## config.mk

```make
export PLATFORM = sky130hd
export DESIGN_NAME = sync_header_frame_parser_xor_core_flat
export DESIGN_NICKNAME = d
export VERILOG_FILES = /design/src/rtl/shfp_pkg.sv /design/src/rtl/shfp_rx_if.sv /design/src/rtl/shfp_word_if.sv /design/src/rtl/shfp_ram.sv /design/src/rtl/shfp_queue.sv /design/src/rtl/shfp_front.sv /design/src/rtl/shfp_back.sv /design/src/rtl/sync_header_frame_parser_xor_core.sv /design/src/flat_wrapper.sv
export VERILOG_INCLUDE_DIRS = /design/src /design/src/rtl
export SDC_FILE = /design/constraint.sdc
export NUM_CORES = 1
export LEC_CHECK = 0
export BUFFER_PORTS_ARGS = -buffer_cell sky130_fd_sc_hd__buf_2
export CORE_AREA = 3 3 290 364
export DETAILED_ROUTE_END_ITERATION = 10
export DIE_AREA = 0 0 293 367
export GPL_TIMING_DRIVEN = 1
export PLACE_DENSITY = 0.57
export SLEW_MARGIN = 20
export SYNTH_ARGS = -nofsm -noshare
export SYNTH_HDL_FRONTEND = slang
export SYNTH_SLANG_ARGS = --single-unit
```

## constraint.sdc

```tcl
create_clock -name clk_i -period 3.7 [get_ports clk_i]
set_input_delay 0.37 -clock clk_i [delete_from_list [all_inputs] [get_ports clk_i]]
set_output_delay 0.37 -clock clk_i [all_outputs]
set_load 0.01 [all_outputs]
```

## src/rtl/assert_macros.svh

```systemverilog
// ----------------------------------------------------------------------------
// assert_macros.svh
// assertion helpers shared by the frame parser rtl
// ----------------------------------------------------------------------------
`ifndef ASSERT_MACROS_SVH
`define ASSERT_MACROS_SVH

// property checked at every clock edge outside reset
`define SHFP_ASSERT(lbl, prop, msg) \
  lbl: assert property (@(posedge clk_i) disable iff (!rst_ni) prop) \
    else $error(msg);

// condition that must never be seen outside reset
`define SHFP_ASSERT_NEVER(lbl, cond, msg) \
  `SHFP_ASSERT(lbl, !(cond), msg)

`endif

```

## src/rtl/shfp_pkg.sv

```systemverilog
// ----------------------------------------------------------------------------
// shfp_pkg
// shared constants and types of the sync header frame parser
// ----------------------------------------------------------------------------
`default_nettype none

package shfp_pkg;

  localparam int unsigned BYTE_W  = 8;
  localparam int unsigned WORD_W  = 32;
  localparam int unsigned IDX_W   = 4;
  localparam int unsigned PADDR_W = 4;
  localparam int unsigned PDATA_W = 32;

  // register byte addresses
  localparam logic [PADDR_W-1:0] REG_SYNC_FIRST  = 4'h0;
  localparam logic [PADDR_W-1:0] REG_SYNC_SECOND = 4'h4;
  localparam logic [PADDR_W-1:0] REG_FRAME_KIND  = 4'h8;

  // register reset values
  localparam logic [BYTE_W-1:0] SYNC_FIRST_RST  = 8'hA5;
  localparam logic [BYTE_W-1:0] SYNC_SECOND_RST = 8'h5A;
  localparam logic [BYTE_W-1:0] FRAME_KIND_RST  = 8'h02;

  // good frame ready in a buffer bank
  typedef struct packed {
    logic valid;
    logic bank;
  } tok_t;

  // buffer bank handed back after its last word is read
  typedef struct packed {
    logic valid;
    logic bank;
  } rel_t;

endpackage

`default_nettype wire

```

## src/rtl/shfp_rx_if.sv

```systemverilog
// ----------------------------------------------------------------------------
// shfp_rx_if
// received byte channel
// ----------------------------------------------------------------------------
`default_nettype none

interface shfp_rx_if
  import shfp_pkg::*;
();
  logic              valid;
  logic              ready;
  logic [BYTE_W-1:0] rx_byte;

  modport source (output valid, output rx_byte, input ready);
  modport sink   (input valid, input rx_byte, output ready);
endinterface

`default_nettype wire

```

## src/rtl/shfp_word_if.sv

```systemverilog
// ----------------------------------------------------------------------------
// shfp_word_if
// payload word channel
// ----------------------------------------------------------------------------
`default_nettype none

interface shfp_word_if
  import shfp_pkg::*;
();
  logic              valid;
  logic              ready;
  logic [WORD_W-1:0] payload_word;
  logic [IDX_W-1:0]  word_index;
  logic              last_word;

  modport source (output valid, output payload_word, output word_index,
                  output last_word, input ready);
  modport sink   (input valid, input payload_word, input word_index,
                  input last_word, output ready);
endinterface

`default_nettype wire

```

## src/rtl/shfp_ram.sv

```systemverilog
// ----------------------------------------------------------------------------
// shfp_ram
// simple dual port ram, one write and one registered read
// ----------------------------------------------------------------------------
`default_nettype none

module shfp_ram #(
  parameter int unsigned WIDTH = 32,
  parameter int unsigned DEPTH = 24,
  localparam int unsigned AW   = (DEPTH > 1) ? $clog2(DEPTH) : 1
) (
  input  wire logic             clk_i,
  input  wire logic             we_i,
  input  wire logic [AW-1:0]    waddr_i,
  input  wire logic [WIDTH-1:0] wdata_i,
  input  wire logic             re_i,
  input  wire logic [AW-1:0]    raddr_i,
  output      logic [WIDTH-1:0] rdata_o
);

  logic [WIDTH-1:0] mem_q [DEPTH];

  always_ff @(posedge clk_i) begin
    if (we_i) begin
      mem_q[waddr_i] <= wdata_i;
    end
    if (re_i) begin
      rdata_o <= mem_q[raddr_i];
    end
  end

endmodule

`default_nettype wire

```

## src/rtl/shfp_queue.sv

```systemverilog
// ----------------------------------------------------------------------------
// shfp_queue
// two entry queue of finished frame banks
// ----------------------------------------------------------------------------
`default_nettype none

module shfp_queue
  import shfp_pkg::*;
(
  input  wire logic clk_i,
  input  wire logic rst_ni,
  input  wire tok_t push_i,
  output      logic full_o,
  output      tok_t head_o,
  input  wire logic pop_i
);

  logic [1:0] ent_q;
  logic       wp_q;
  logic       rp_q;
  logic [1:0] cnt_q;

  assign full_o      = (cnt_q == 2'd2);
  assign head_o.valid = (cnt_q != 2'd0);
  assign head_o.bank  = ent_q[rp_q];

  always_ff @(posedge clk_i or negedge rst_ni) begin
    if (!rst_ni) begin
      ent_q <= '0;
      wp_q  <= 1'b0;
      rp_q  <= 1'b0;
      cnt_q <= '0;
    end else begin
      if (push_i.valid) begin
        ent_q[wp_q] <= push_i.bank;
        wp_q        <= ~wp_q;
      end
      if (pop_i) begin
        rp_q <= ~rp_q;
      end
      unique case ({push_i.valid, pop_i})
        2'b10:   cnt_q <= cnt_q + 2'd1;
        2'b01:   cnt_q <= cnt_q - 2'd1;
        default: cnt_q <= cnt_q;
      endcase
    end
  end

endmodule

`default_nettype wire

```

## src/rtl/shfp_front.sv

```systemverilog
// ----------------------------------------------------------------------------
// shfp_front
// header hunt, payload capture into the word buffer and checksum test
// ----------------------------------------------------------------------------
`default_nettype none
`include "assert_macros.svh"

module shfp_front
  import shfp_pkg::*;
#(
  parameter int unsigned PAYLOAD_WORDS = 12,
  localparam int unsigned AW = $clog2(2 * PAYLOAD_WORDS),
  localparam int unsigned KW = (PAYLOAD_WORDS > 1) ? $clog2(PAYLOAD_WORDS) : 1
) (
  input  wire logic              clk_i,
  input  wire logic              rst_ni,
  shfp_rx_if.sink                rx_i,
  input  wire logic [BYTE_W-1:0] sync_first_i,
  input  wire logic [BYTE_W-1:0] sync_second_i,
  input  wire logic [BYTE_W-1:0] frame_kind_i,
  output      logic              we_o,
  output      logic [AW-1:0]     waddr_o,
  output      logic [WORD_W-1:0] wdata_o,
  output      tok_t              push_o,
  input  wire logic              q_full_i,
  input  wire rel_t              rel_i
);

  localparam logic [2:0] ST_HUNT = 3'd0;
  localparam logic [2:0] ST_SYNC = 3'd1;
  localparam logic [2:0] ST_KIND = 3'd2;
  localparam logic [2:0] ST_PAY  = 3'd3;
  localparam logic [2:0] ST_CHK  = 3'd4;

  logic [2:0]        state_q, state_d;
  logic              wbank_q, wbank_d;
  logic [1:0]        busy_q, busy_d;
  logic [1:0]        lane_q, lane_d;
  logic [KW-1:0]     widx_q, widx_d;
  logic [BYTE_W-1:0] parity_q, parity_d;
  logic [23:0]       asm_q, asm_d;
  logic              accept;
  logic [BYTE_W-1:0] b;

  // payload stalls only while the bank being filled still waits to be read
  assign rx_i.ready = !((state_q == ST_PAY) && busy_q[wbank_q]);
  assign accept     = rx_i.valid && rx_i.ready;
  assign b          = rx_i.rx_byte;

  assign waddr_o = wbank_q ? (AW'(PAYLOAD_WORDS) + AW'(widx_q)) : AW'(widx_q);
  assign wdata_o = {b, asm_q};

  always_comb begin
    state_d      = state_q;
    wbank_d      = wbank_q;
    lane_d       = lane_q;
    widx_d       = widx_q;
    parity_d     = parity_q;
    asm_d        = asm_q;
    we_o         = 1'b0;
    push_o.valid = 1'b0;
    push_o.bank  = wbank_q;
    if (accept) begin
      unique case (state_q)
        ST_HUNT: begin
          if (b == sync_first_i) state_d = ST_SYNC;
        end
        ST_SYNC: begin
          if (b == sync_second_i)     state_d = ST_KIND;
          else if (b == sync_first_i) state_d = ST_SYNC;
          else                        state_d = ST_HUNT;
        end
        ST_KIND: begin
          if (b == frame_kind_i) begin
            state_d  = ST_PAY;
            parity_d = '0;
            lane_d   = '0;
            widx_d   = '0;
          end else begin
            state_d = ST_HUNT;
          end
        end
        ST_PAY: begin
          parity_d = parity_q ^ b;
          lane_d   = lane_q + 2'd1;
          asm_d    = {b, asm_q[23:8]};
          if (lane_q == 2'd3) begin
            we_o = 1'b1;
            if (widx_q == KW'(PAYLOAD_WORDS - 1)) begin
              widx_d  = '0;
              state_d = ST_CHK;
            end else begin
              widx_d = widx_q + KW'(1);
            end
          end
        end
        ST_CHK: begin
          if (b == parity_q) begin
            push_o.valid = 1'b1;
            wbank_d      = ~wbank_q;
          end
          state_d = ST_HUNT;
        end
        default: state_d = ST_HUNT;
      endcase
    end
  end

  always_comb begin
    busy_d = busy_q;
    if (rel_i.valid)  busy_d[rel_i.bank] = 1'b0;
    if (push_o.valid) busy_d[wbank_q]    = 1'b1;
  end

  always_ff @(posedge clk_i or negedge rst_ni) begin
    if (!rst_ni) begin
      state_q  <= ST_HUNT;
      wbank_q  <= 1'b0;
      busy_q   <= '0;
      lane_q   <= '0;
      widx_q   <= '0;
      parity_q <= '0;
    end else begin
      state_q  <= state_d;
      wbank_q  <= wbank_d;
      busy_q   <= busy_d;
      lane_q   <= lane_d;
      widx_q   <= widx_d;
      parity_q <= parity_d;
    end
  end

  always_ff @(posedge clk_i) begin
    asm_q <= asm_d;
  end

  `SHFP_ASSERT(a_push_room, push_o.valid |-> !q_full_i, "frame pushed into a full queue")
  `SHFP_ASSERT(a_write_free, we_o |-> !busy_q[wbank_q], "payload written over a pending bank")

endmodule

`default_nettype wire

```

## src/rtl/shfp_back.sv

```systemverilog
// ----------------------------------------------------------------------------
// shfp_back
// reads a finished frame out of the word buffer and emits its words
// ----------------------------------------------------------------------------
`default_nettype none
`include "assert_macros.svh"

module shfp_back
  import shfp_pkg::*;
#(
  parameter int unsigned PAYLOAD_WORDS = 12,
  localparam int unsigned AW = $clog2(2 * PAYLOAD_WORDS),
  localparam int unsigned KW = (PAYLOAD_WORDS > 1) ? $clog2(PAYLOAD_WORDS) : 1
) (
  input  wire logic              clk_i,
  input  wire logic              rst_ni,
  input  wire tok_t              head_i,
  output      logic              pop_o,
  output      logic              re_o,
  output      logic [AW-1:0]     raddr_o,
  input  wire logic [WORD_W-1:0] rdata_i,
  output      rel_t              rel_o,
  shfp_word_if.source            word_o
);

  logic              busy_q;
  logic              bank_q;
  logic [KW-1:0]     k_q;
  logic              pend_q;
  logic              oval_q;
  logic [WORD_W-1:0] owrd_q;
  logic [IDX_W-1:0]  oidx_q;
  logic              olast_q;
  logic              is_last;

  assign pop_o   = !busy_q && head_i.valid;
  assign re_o    = busy_q && !pend_q && !oval_q;
  assign raddr_o = bank_q ? (AW'(PAYLOAD_WORDS) + AW'(k_q)) : AW'(k_q);
  assign is_last = (k_q == KW'(PAYLOAD_WORDS - 1));

  assign rel_o.valid = pend_q && is_last;
  assign rel_o.bank  = bank_q;

  assign word_o.valid        = oval_q;
  assign word_o.payload_word = owrd_q;
  assign word_o.word_index   = oidx_q;
  assign word_o.last_word    = olast_q;

  always_ff @(posedge clk_i or negedge rst_ni) begin
    if (!rst_ni) begin
      busy_q <= 1'b0;
      bank_q <= 1'b0;
      k_q    <= '0;
      pend_q <= 1'b0;
      oval_q <= 1'b0;
    end else begin
      if (pop_o) begin
        busy_q <= 1'b1;
        bank_q <= head_i.bank;
        k_q    <= '0;
      end
      if (re_o) begin
        pend_q <= 1'b1;
      end
      if (pend_q) begin
        pend_q <= 1'b0;
        oval_q <= 1'b1;
        if (is_last) busy_q <= 1'b0;
        else         k_q    <= k_q + KW'(1);
      end else if (oval_q && word_o.ready) begin
        oval_q <= 1'b0;
      end
    end
  end

  always_ff @(posedge clk_i) begin
    if (pend_q) begin
      owrd_q  <= rdata_i;
      oidx_q  <= IDX_W'(k_q);
      olast_q <= is_last;
    end
  end

  `SHFP_ASSERT_NEVER(a_no_overwrite, pend_q && oval_q, "output word overwritten")
  `SHFP_ASSERT(a_read_in_frame, pend_q |-> busy_q, "buffer read outside a frame")

endmodule

`default_nettype wire

```

## src/rtl/sync_header_frame_parser_xor_core.sv

```systemverilog
// a good frame is queued on its checksum byte; its words are read, then registered
// one byte per cycle unless stalled; a word is read once the last one has gone out
// payload bytes stall only while both banks hold good frames not yet fully read
// emission of a frame overlaps with the header and payload of the next one
// reset: async active low, clears control state and restores the sync and type values
// the word buffer itself is not cleared; no clearing pass runs after reset
// ----------------------------------------------------------------------------
// sync_header_frame_parser_xor_core
// two byte sync frame parser with xor payload check, apb register port
// ----------------------------------------------------------------------------
`default_nettype none

module sync_header_frame_parser_xor_core
  import shfp_pkg::*;
#(
  parameter int unsigned PAYLOAD_WORDS = 12
) (
  input  wire logic               clk_i,
  input  wire logic               rst_ni,
  // register port
  input  wire logic               psel,
  input  wire logic               penable,
  input  wire logic               pwrite,
  input  wire logic [PADDR_W-1:0] paddr,
  input  wire logic [PDATA_W-1:0] pwdata,
  output      logic [PDATA_W-1:0] prdata,
  output      logic               pready,
  // byte in, word out
  shfp_rx_if.sink                 rx_i,
  shfp_word_if.source             word_o
);

  // two banks of payload words: one filling, one draining
  localparam int unsigned DEPTH = 2 * PAYLOAD_WORDS;
  localparam int unsigned AW    = $clog2(DEPTH);

  logic [BYTE_W-1:0] sync_first_q;
  logic [BYTE_W-1:0] sync_second_q;
  logic [BYTE_W-1:0] frame_kind_q;
  logic              cfg_wr;

  logic              we;
  logic [AW-1:0]     waddr;
  logic [WORD_W-1:0] wdata;
  logic              re;
  logic [AW-1:0]     raddr;
  logic [WORD_W-1:0] rdata;
  tok_t              push;
  tok_t              head;
  logic              q_full;
  logic              pop;
  rel_t              rel;

  // register port: zero wait states, write on the access phase
  assign pready = 1'b1;
  assign cfg_wr = psel && penable && pwrite && pready;

  always_ff @(posedge clk_i or negedge rst_ni) begin
    if (!rst_ni) begin
      sync_first_q  <= SYNC_FIRST_RST;
      sync_second_q <= SYNC_SECOND_RST;
      frame_kind_q  <= FRAME_KIND_RST;
    end else if (cfg_wr) begin
      // addresses outside the register list are ignored
      unique case (paddr)
        REG_SYNC_FIRST:  sync_first_q  <= pwdata[BYTE_W-1:0];
        REG_SYNC_SECOND: sync_second_q <= pwdata[BYTE_W-1:0];
        REG_FRAME_KIND:  frame_kind_q  <= pwdata[BYTE_W-1:0];
        default: ;
      endcase
    end
  end

  always_comb begin
    unique case (paddr)
      REG_SYNC_FIRST:  prdata = PDATA_W'(sync_first_q);
      REG_SYNC_SECOND: prdata = PDATA_W'(sync_second_q);
      REG_FRAME_KIND:  prdata = PDATA_W'(frame_kind_q);
      default:         prdata = '0;
    endcase
  end

  // front: header hunt, word packing, checksum
  shfp_front #(
    .PAYLOAD_WORDS (PAYLOAD_WORDS)
  ) u_front (
    .clk_i         (clk_i),
    .rst_ni        (rst_ni),
    .rx_i          (rx_i),
    .sync_first_i  (sync_first_q),
    .sync_second_i (sync_second_q),
    .frame_kind_i  (frame_kind_q),
    .we_o          (we),
    .waddr_o       (waddr),
    .wdata_o       (wdata),
    .push_o        (push),
    .q_full_i      (q_full),
    .rel_i         (rel)
  );

  // payload word buffer, bank 0 in the low half
  shfp_ram #(
    .WIDTH (WORD_W),
    .DEPTH (DEPTH)
  ) u_ram (
    .clk_i   (clk_i),
    .we_i    (we),
    .waddr_i (waddr),
    .wdata_i (wdata),
    .re_i    (re),
    .raddr_i (raddr),
    .rdata_o (rdata)
  );

  // good frames waiting for the back end
  shfp_queue u_queue (
    .clk_i  (clk_i),
    .rst_ni (rst_ni),
    .push_i (push),
    .full_o (q_full),
    .head_o (head),
    .pop_i  (pop)
  );

  // back: word readout and output register
  shfp_back #(
    .PAYLOAD_WORDS (PAYLOAD_WORDS)
  ) u_back (
    .clk_i   (clk_i),
    .rst_ni  (rst_ni),
    .head_i  (head),
    .pop_o   (pop),
    .re_o    (re),
    .raddr_o (raddr),
    .rdata_i (rdata),
    .rel_o   (rel),
    .word_o  (word_o)
  );

endmodule

`default_nettype wire
```

## src/flat_wrapper.sv

```systemverilog
// flat-port wrapper written by rule: the top's interface ports become plain ports
module sync_header_frame_parser_xor_core_flat import shfp_pkg::*;
#(
  parameter int unsigned PAYLOAD_WORDS = 12
)
  (clk_i, rst_ni, psel, penable, pwrite, paddr, pwdata, prdata, pready, rx_i_valid, rx_i_rx_byte, rx_i_ready, word_o_valid, word_o_payload_word, word_o_word_index, word_o_last_word, word_o_ready);
  shfp_rx_if rx_i_i ();
  shfp_word_if word_o_i ();
  input  wire logic clk_i;
  input  wire logic rst_ni;
  input  wire logic psel;
  input  wire logic penable;
  input  wire logic pwrite;
  input  wire logic [PADDR_W-1:0] paddr;
  input  wire logic [PDATA_W-1:0] pwdata;
  output      logic [PDATA_W-1:0] prdata;
  output      logic pready;
  input wire logic [$bits(rx_i_i.valid)-1:0] rx_i_valid;
  input wire logic [$bits(rx_i_i.rx_byte)-1:0] rx_i_rx_byte;
  output wire logic [$bits(rx_i_i.ready)-1:0] rx_i_ready;
  output wire logic [$bits(word_o_i.valid)-1:0] word_o_valid;
  output wire logic [$bits(word_o_i.payload_word)-1:0] word_o_payload_word;
  output wire logic [$bits(word_o_i.word_index)-1:0] word_o_word_index;
  output wire logic [$bits(word_o_i.last_word)-1:0] word_o_last_word;
  input wire logic [$bits(word_o_i.ready)-1:0] word_o_ready;
  assign rx_i_i.valid = rx_i_valid;
  assign rx_i_i.rx_byte = rx_i_rx_byte;
  assign rx_i_ready = rx_i_i.ready;
  assign word_o_valid = word_o_i.valid;
  assign word_o_payload_word = word_o_i.payload_word;
  assign word_o_word_index = word_o_i.word_index;
  assign word_o_last_word = word_o_i.last_word;
  assign word_o_i.ready = word_o_ready;
  sync_header_frame_parser_xor_core #(.PAYLOAD_WORDS(PAYLOAD_WORDS)) u_core (.clk_i(clk_i), .rst_ni(rst_ni), .psel(psel), .penable(penable), .pwrite(pwrite), .paddr(paddr), .pwdata(pwdata), .prdata(prdata), .pready(pready), .rx_i(rx_i_i), .word_o(word_o_i));
endmodule
```

### Word-level counts from Yosys, hierarchy flattened

Memories as Yosys holds them, arrays and structs flattened. A register that Yosys moved wholly into a read port is not among the register bits.
Cells that the tools add are included.
Widths: inputs -> output; s select.

* bits in registers: 119
* bits in writable memories: 768
* word-level logic and storage cells: 143
* memories kept: 1

Memories
* u_core.u_ram.mem_q: depth 24, bits a word 32, read ports 1, clocked after memory_dff 1, write ports 1, RTL line shfp_ram.sv:21 `logic [WIDTH-1:0] mem_q [DEPTH];`

* $add $sub $neg: 7
* $lt $le $gt $ge: 7
* equal/unequal tests: 19
* multiplexer cells: 50
* bitwise gates (word level): 7
* reduce and logical (&&, ||, !) cells: 30

Operators with widths (number)
* $eq 8x8->1: 4
* $mux 4: 6
* $pmux 8 s3: 1
* $mux 1: 23
* $pmux 8 s2: 1
* $eq 4x4->1 const B: 3
* $logic_and 1x1->1: 12
* $pmux 3 s4: 1
* $add 4x4->5 const A: 2
* $mux 2: 5
* $mux 5: 2
* $mux 3: 3
* $add 4x1->4 const B: 2
* $lt 1x2->1 const B: 4
* $mux 8: 1
* $pmux 2 s2: 2
* $pmux 4 s2: 1
* $reduce_and 2->1: 4
* $reduce_and 4->1: 2
* $reduce_bool 2->1: 4
* $xor 8x8->8: 1
* $eq 3x2->1 const B: 2
* $reduce_and 3->1: 2
* $add 2x1->2 const B: 2
* 18 further kinds: 30

### Depth between registers and ports, before layout

* word-level depth: 9
* depth in mapped cells: 8
* depth with buffers taken out: 7

### Hierarchy

From an unflattened synthesis, not the netlist that was laid out.

* cell total of the unflattened synthesis: 1949
* area, all modules: 36135.9 µm²

By module, submodules not included
* shfp_ram: times used 1, cells an instance 1543, area an instance 30603.1 µm²
* shfp_front: times used 1, cells an instance 200, area an instance 2312.2 µm²
* shfp_back: times used 1, cells an instance 85, area an instance 1574.0 µm²
* sync_header_frame_parser_xor_core: times used 1, cells an instance 100, area an instance 1376.3 µm²
* shfp_queue: times used 1, cells an instance 21, area an instance 270.3 µm²

### Worst setup path before layout

OpenSTA, ideal clock, no wires.

* kind: register -> register
* from: reg u_core.u_front.wbank_q
* to: mem u_core.u_ram.mem_q[15][0] (enable)
* library setup time: 421 ps
* arrival: 2868 ps
* required time: 3279 ps
* slack: 411 ps
* stages on the path, launching flop included: 8
* path buffers: 2
* clock period less this slack: 3289 ps
* cells stage by stage: dfrtp_1 -> buf_2 -> mux2i_1 -> and2_1 -> buf_2 -> and3_1 -> nand2_1 -> nor2_1

* longest elaborated chain between the ends: 8

Ends and longest elaborated chain
* from (decl): RTL line shfp_front.sv:36 `logic wbank_q, wbank_d;`
* from (signal assigned): RTL line shfp_front.sv:125 `wbank_q <= wbank_d;`
* $mux 1 (not written as such) (2 in a row): RTL line shfp_front.sv:46 `assign rx_i.ready = !((state_q == ST_PAY) && busy_q[wbank_q]);`
* $logic_and 1x1->1: RTL line shfp_front.sv:46
* $logic_not 1->1: RTL line shfp_front.sv:46
* $logic_and 1x1->1: RTL line shfp_front.sv:47 `assign accept = rx_i.valid && rx_i.ready;`
* $mux 1: RTL line shfp_front.sv:63 `if (accept) begin`
* $mux 1: RTL line shfp_ram.sv:24 `if (we_i) begin`
* $mux 1 (not written as such): RTL line shfp_ram.sv:25 `mem_q[waddr_i] <= wdata_i;`
* to (decl): RTL line shfp_ram.sv:21

Several ways; a longest one is shown, not always the timed one. The select of a mux whose other input is x is not followed.

### Worst setup path after layout

* from: reg u_core.u_front.wbank_q
* to: mem u_core.u_ram.mem_q[3][13] (enable)

Same word-level chain as after synthesis.

==> flow_summary.ini <==
[place]
place.gp.congestion = 0.756
hpwlAfterDp_mm = 45.1
pre_cts_ws_ns = 0.514
port_buffers = 73

[floorplanning]
die_w_microns = 293
start_util_pct = 35.0
die_h_microns = 367
coreArea_sq_mm = 0.102
ios = 123
rows = 131
die-area_sq_mm = 0.108

[sta]
period_share_pct = 86.8
rsz0062_at_grt = false
setup_tns_ns = 0
fin_ws_ns = 0.487
min_period_ns = 3.21
finalClockSkew_ns = 0.0261
setup_violations = 0
report.final.slew_viol_count = 0
timing.fmax_mhz = 311
tightest_slew_ns = 1.01
slew_headroom_pct = 32.4
finalHoldViolCount = 0

[critical_path]
crit_chain = mux2i_1, and2_1, and3_1, nand2_1, nor2_4, buf_4
cp-start-kind = flop
critPathCaptureType = flop
required_ns = 3.97
worstSetupStartpoint = u_core.u_front.wbank_q$_DFFE_PN0P_
cpMaxStageDelayCell = dfrtp_1
cp_max_fo = 32
worst-endpoint-arrival_ns = 3.49
rr_worst_depth = 6
critPathKind = flop to flop
slowest_delay_ns = 0.52
reg2reg_from = u_core.u_front.wbank_q$_DFFE_PN0P_

[power_and_ir_drop]
p_sw_share_pct = 27.9
p_switching_w = 0.00802
vdd_drop_max_uv = 450
power.density_mw_per_mm2 = 697
clock_power_share_pct = 31.5
intPower_w = 0.0207
p_leak_nw = 13.4
combPwrFrac_pct = 25.7
design_power_total_w = 0.0288
sequentialPowerShare_pct = 42.8

[synthesis]
synth_compound_area_share_pct = 2.17
ys.flop_type = edfxtp_1
synth-seq-cells = 919
syn_avg_cell_area_sq_um = 21.1
synthMuxAreaShare_pct = 16.0
synth_top_family_by_area = multiplexers
synth_edf_count = 861
synth.distinct_cells = 51
synth-async-reset-ratio_pct = 6.31
yosys.area_share.simple_pct = 2.13
syn_area_sq_mm = 0.0357
synth_xor_area_share_pct = 0.957
yosysSeqAreaShare_pct = 76.5
yosys.area_share.adder_pct = 0.386
yosysWarnings = 0
syn_inst = 1693

[detailed_routing]
dr.pass1.iters = 5
drc = 0
routed_wl_mm = 79.1
vias = 16600
drt-wirelength-per-cell_microns = 24.2
postRouteAntennaNets = 0
drt_iter0_drc = 1201
vias_per_cell = 5.07

[clock_network]
root_buffer = clkbuf_16
post_cts_resize_count = 0
path_clk_slew_ns = 0.06
cts_made_buffers = 91
clkLatencyLatePin_ns = 0.65
clockBufferDepth = 3
cts_tree = done
cts_setup_buffers = 0
htree_levels = 3
clkSinkCount = 919

[cells_and_area]
fillers = 8943
multi_input_area_sq_mm = 0.00804
syn_to_final_growth_pct = 15.6
n_antenna_cell = 0
final_cell_mix = edfxtp_1, mux4_2, clkbuf_16, mux2i_1, buf_2
nets = 1924
drive_gt1_share_pct = 29.8
area.sequential_sq_mm = 0.0273
final_common_cell = edfxtp_1

[global_routing]
grt_use_total_pct = 14.8
grt_pass1_vias = 18000
grt_max_degree = 59
grt_overflow = 0
antenna_found_initial = 0
grt_pass1_wl_mm = 119

[worst_hold_path]
hp-start = rx_i_rx_byte[5]
min_path_cells = 1
hp-class = input pin to flop

[flow_run]
cap_violations = 0

[outcome]
status = finished clean
==> per-layer routing <==
layer / global-route usage [%] / vias up / routed length [microns]
met2: 26.6 / 333 / 42300
li1: - / 7225 / -
met4: 4.26 / 0 / 1580
met5: 0 / - / 0
met3: 2.01 / 92 / 2830
met1: 18.7 / 8908 / 32400
==> cell type report <==
cell class                 count  area share [%]
timing repair buffer         161            3.06
clock inverter                52            1.21
multi-input combinational    676            19.5
clock buffer                 114            5.88
sequential                   919            66.2
inverter                      13           0.118
tap                         1330            4.03
==> registers in the layout (all words and copies together), names as in the netlist, 2 cells and up <==
name and flops:
u_core.u_ram.mem_q 768, u_core.u_back.word_o.payload_word 32, u_core.u_ram.rdata_o 32, u_core.u_front.asm_q 24
u_core.frame_kind_q 8, u_core.sync_first_q 8, u_core.sync_second_q 8, u_core.u_front.parity_q 8
u_core.u_back.k_q 4, u_core.u_back.word_o.word_index 4, u_core.u_front.widx_q 4, u_core.u_front.state_q 3
u_core.u_front.busy_q 2, u_core.u_front.lane_q 2, u_core.u_queue.cnt_q 2, u_core.u_queue.ent_q 2
==> power by group through the flow <==
stage	Sequential [W]	Combinational, W	Clock, W
2_1_floorplan	0.0125	0.00518	0
3_3_place_gp	0.0125	0.00758	0
3_5_place_dp	0.0125	0.00761	0
4_1_cts	0.0123	0.00765	0.00932
5_1_grt	0.0124	0.00804	0.00973
6_report	0.0123	0.00739	0.00906
==> cells in the mapped netlist (all sizes together) (13+ instances only) <==
master / n / area, sq um
edfxtp: 861 / 25900
mux4: 192 / 4320
buf: 82 / 494
mux2i: 74 / 741
nand2: 72 / 270
mux2: 58 / 653
dfrtp: 49 / 1230
o21ai: 46 / 234
nor2: 40 / 150
o211ai: 33 / 248
clkbuf: 26 / 97.6
xnor2: 21 / 184
xor2: 18 / 158
inv: 13 / 48.8
==> through the flow <==
step	utilization [%]	std cells	instance area [sq um]	hold slack (ns)
after CTS	40.4	3265	41300	0.111
after global placement	37.4	3089	38200	0.404
final	40.4	3265	41300	0.153
after detailed placement	37.4	3089	38200	0.406
after floorplan	-	1716	35800	0.0744
after global routing	40.4	3265	41300	0.133
==> worst max-delay path: cells and delay by family (launching register included) <==
kind | cells | cell delay (ns)
AND/OR/NAND/NOR | 4 | 1.37
flip-flops | 1 | 0.52
buffers and inverters | 1 | 0.49
multiplexers | 1 | 0.42
==> timing repair <==
| item | in CTS | in global routing |
|---|---|---|
| hold endpoints to repair | 59 | 0 |
| setup endpoints to repair | 0 | 0 |
| hold buffers | 10 | 0 |
==> path summary, 6_finish.rpt <==
check,endpoint,slack (ns)
worst max-delay path,u_core.u_ram.mem_q[3][13]$_DFFE_PP_,0.49
worst min-delay path,u_core.u_ram.mem_q[11][29]$_DFFE_PP_,0.15
worst max register to register,u_core.u_ram.mem_q[3][13]$_DFFE_PP_,0.49
worst min register to register,u_core.u_back.word_o.payload_word[7]$_DFFE_PP_,0.42
max in group asynchronous,u_core.sync_first_q[2]$_DFFE_PN1P_,2.41
min in group asynchronous,u_core.sync_first_q[4]$_DFFE_PN0P_,0.41
==> cells by family after synthesis <==
group	count (synthesis)
DFF	919
muxes	324
and+or+nand+nor	159
buffers and inverters	121
AOI/OAI and AO/OA	118
xor gates and xnor gates	39
adders and majority gates	11
other	2
Note: power is estimated with default switching activity, not from simulation.
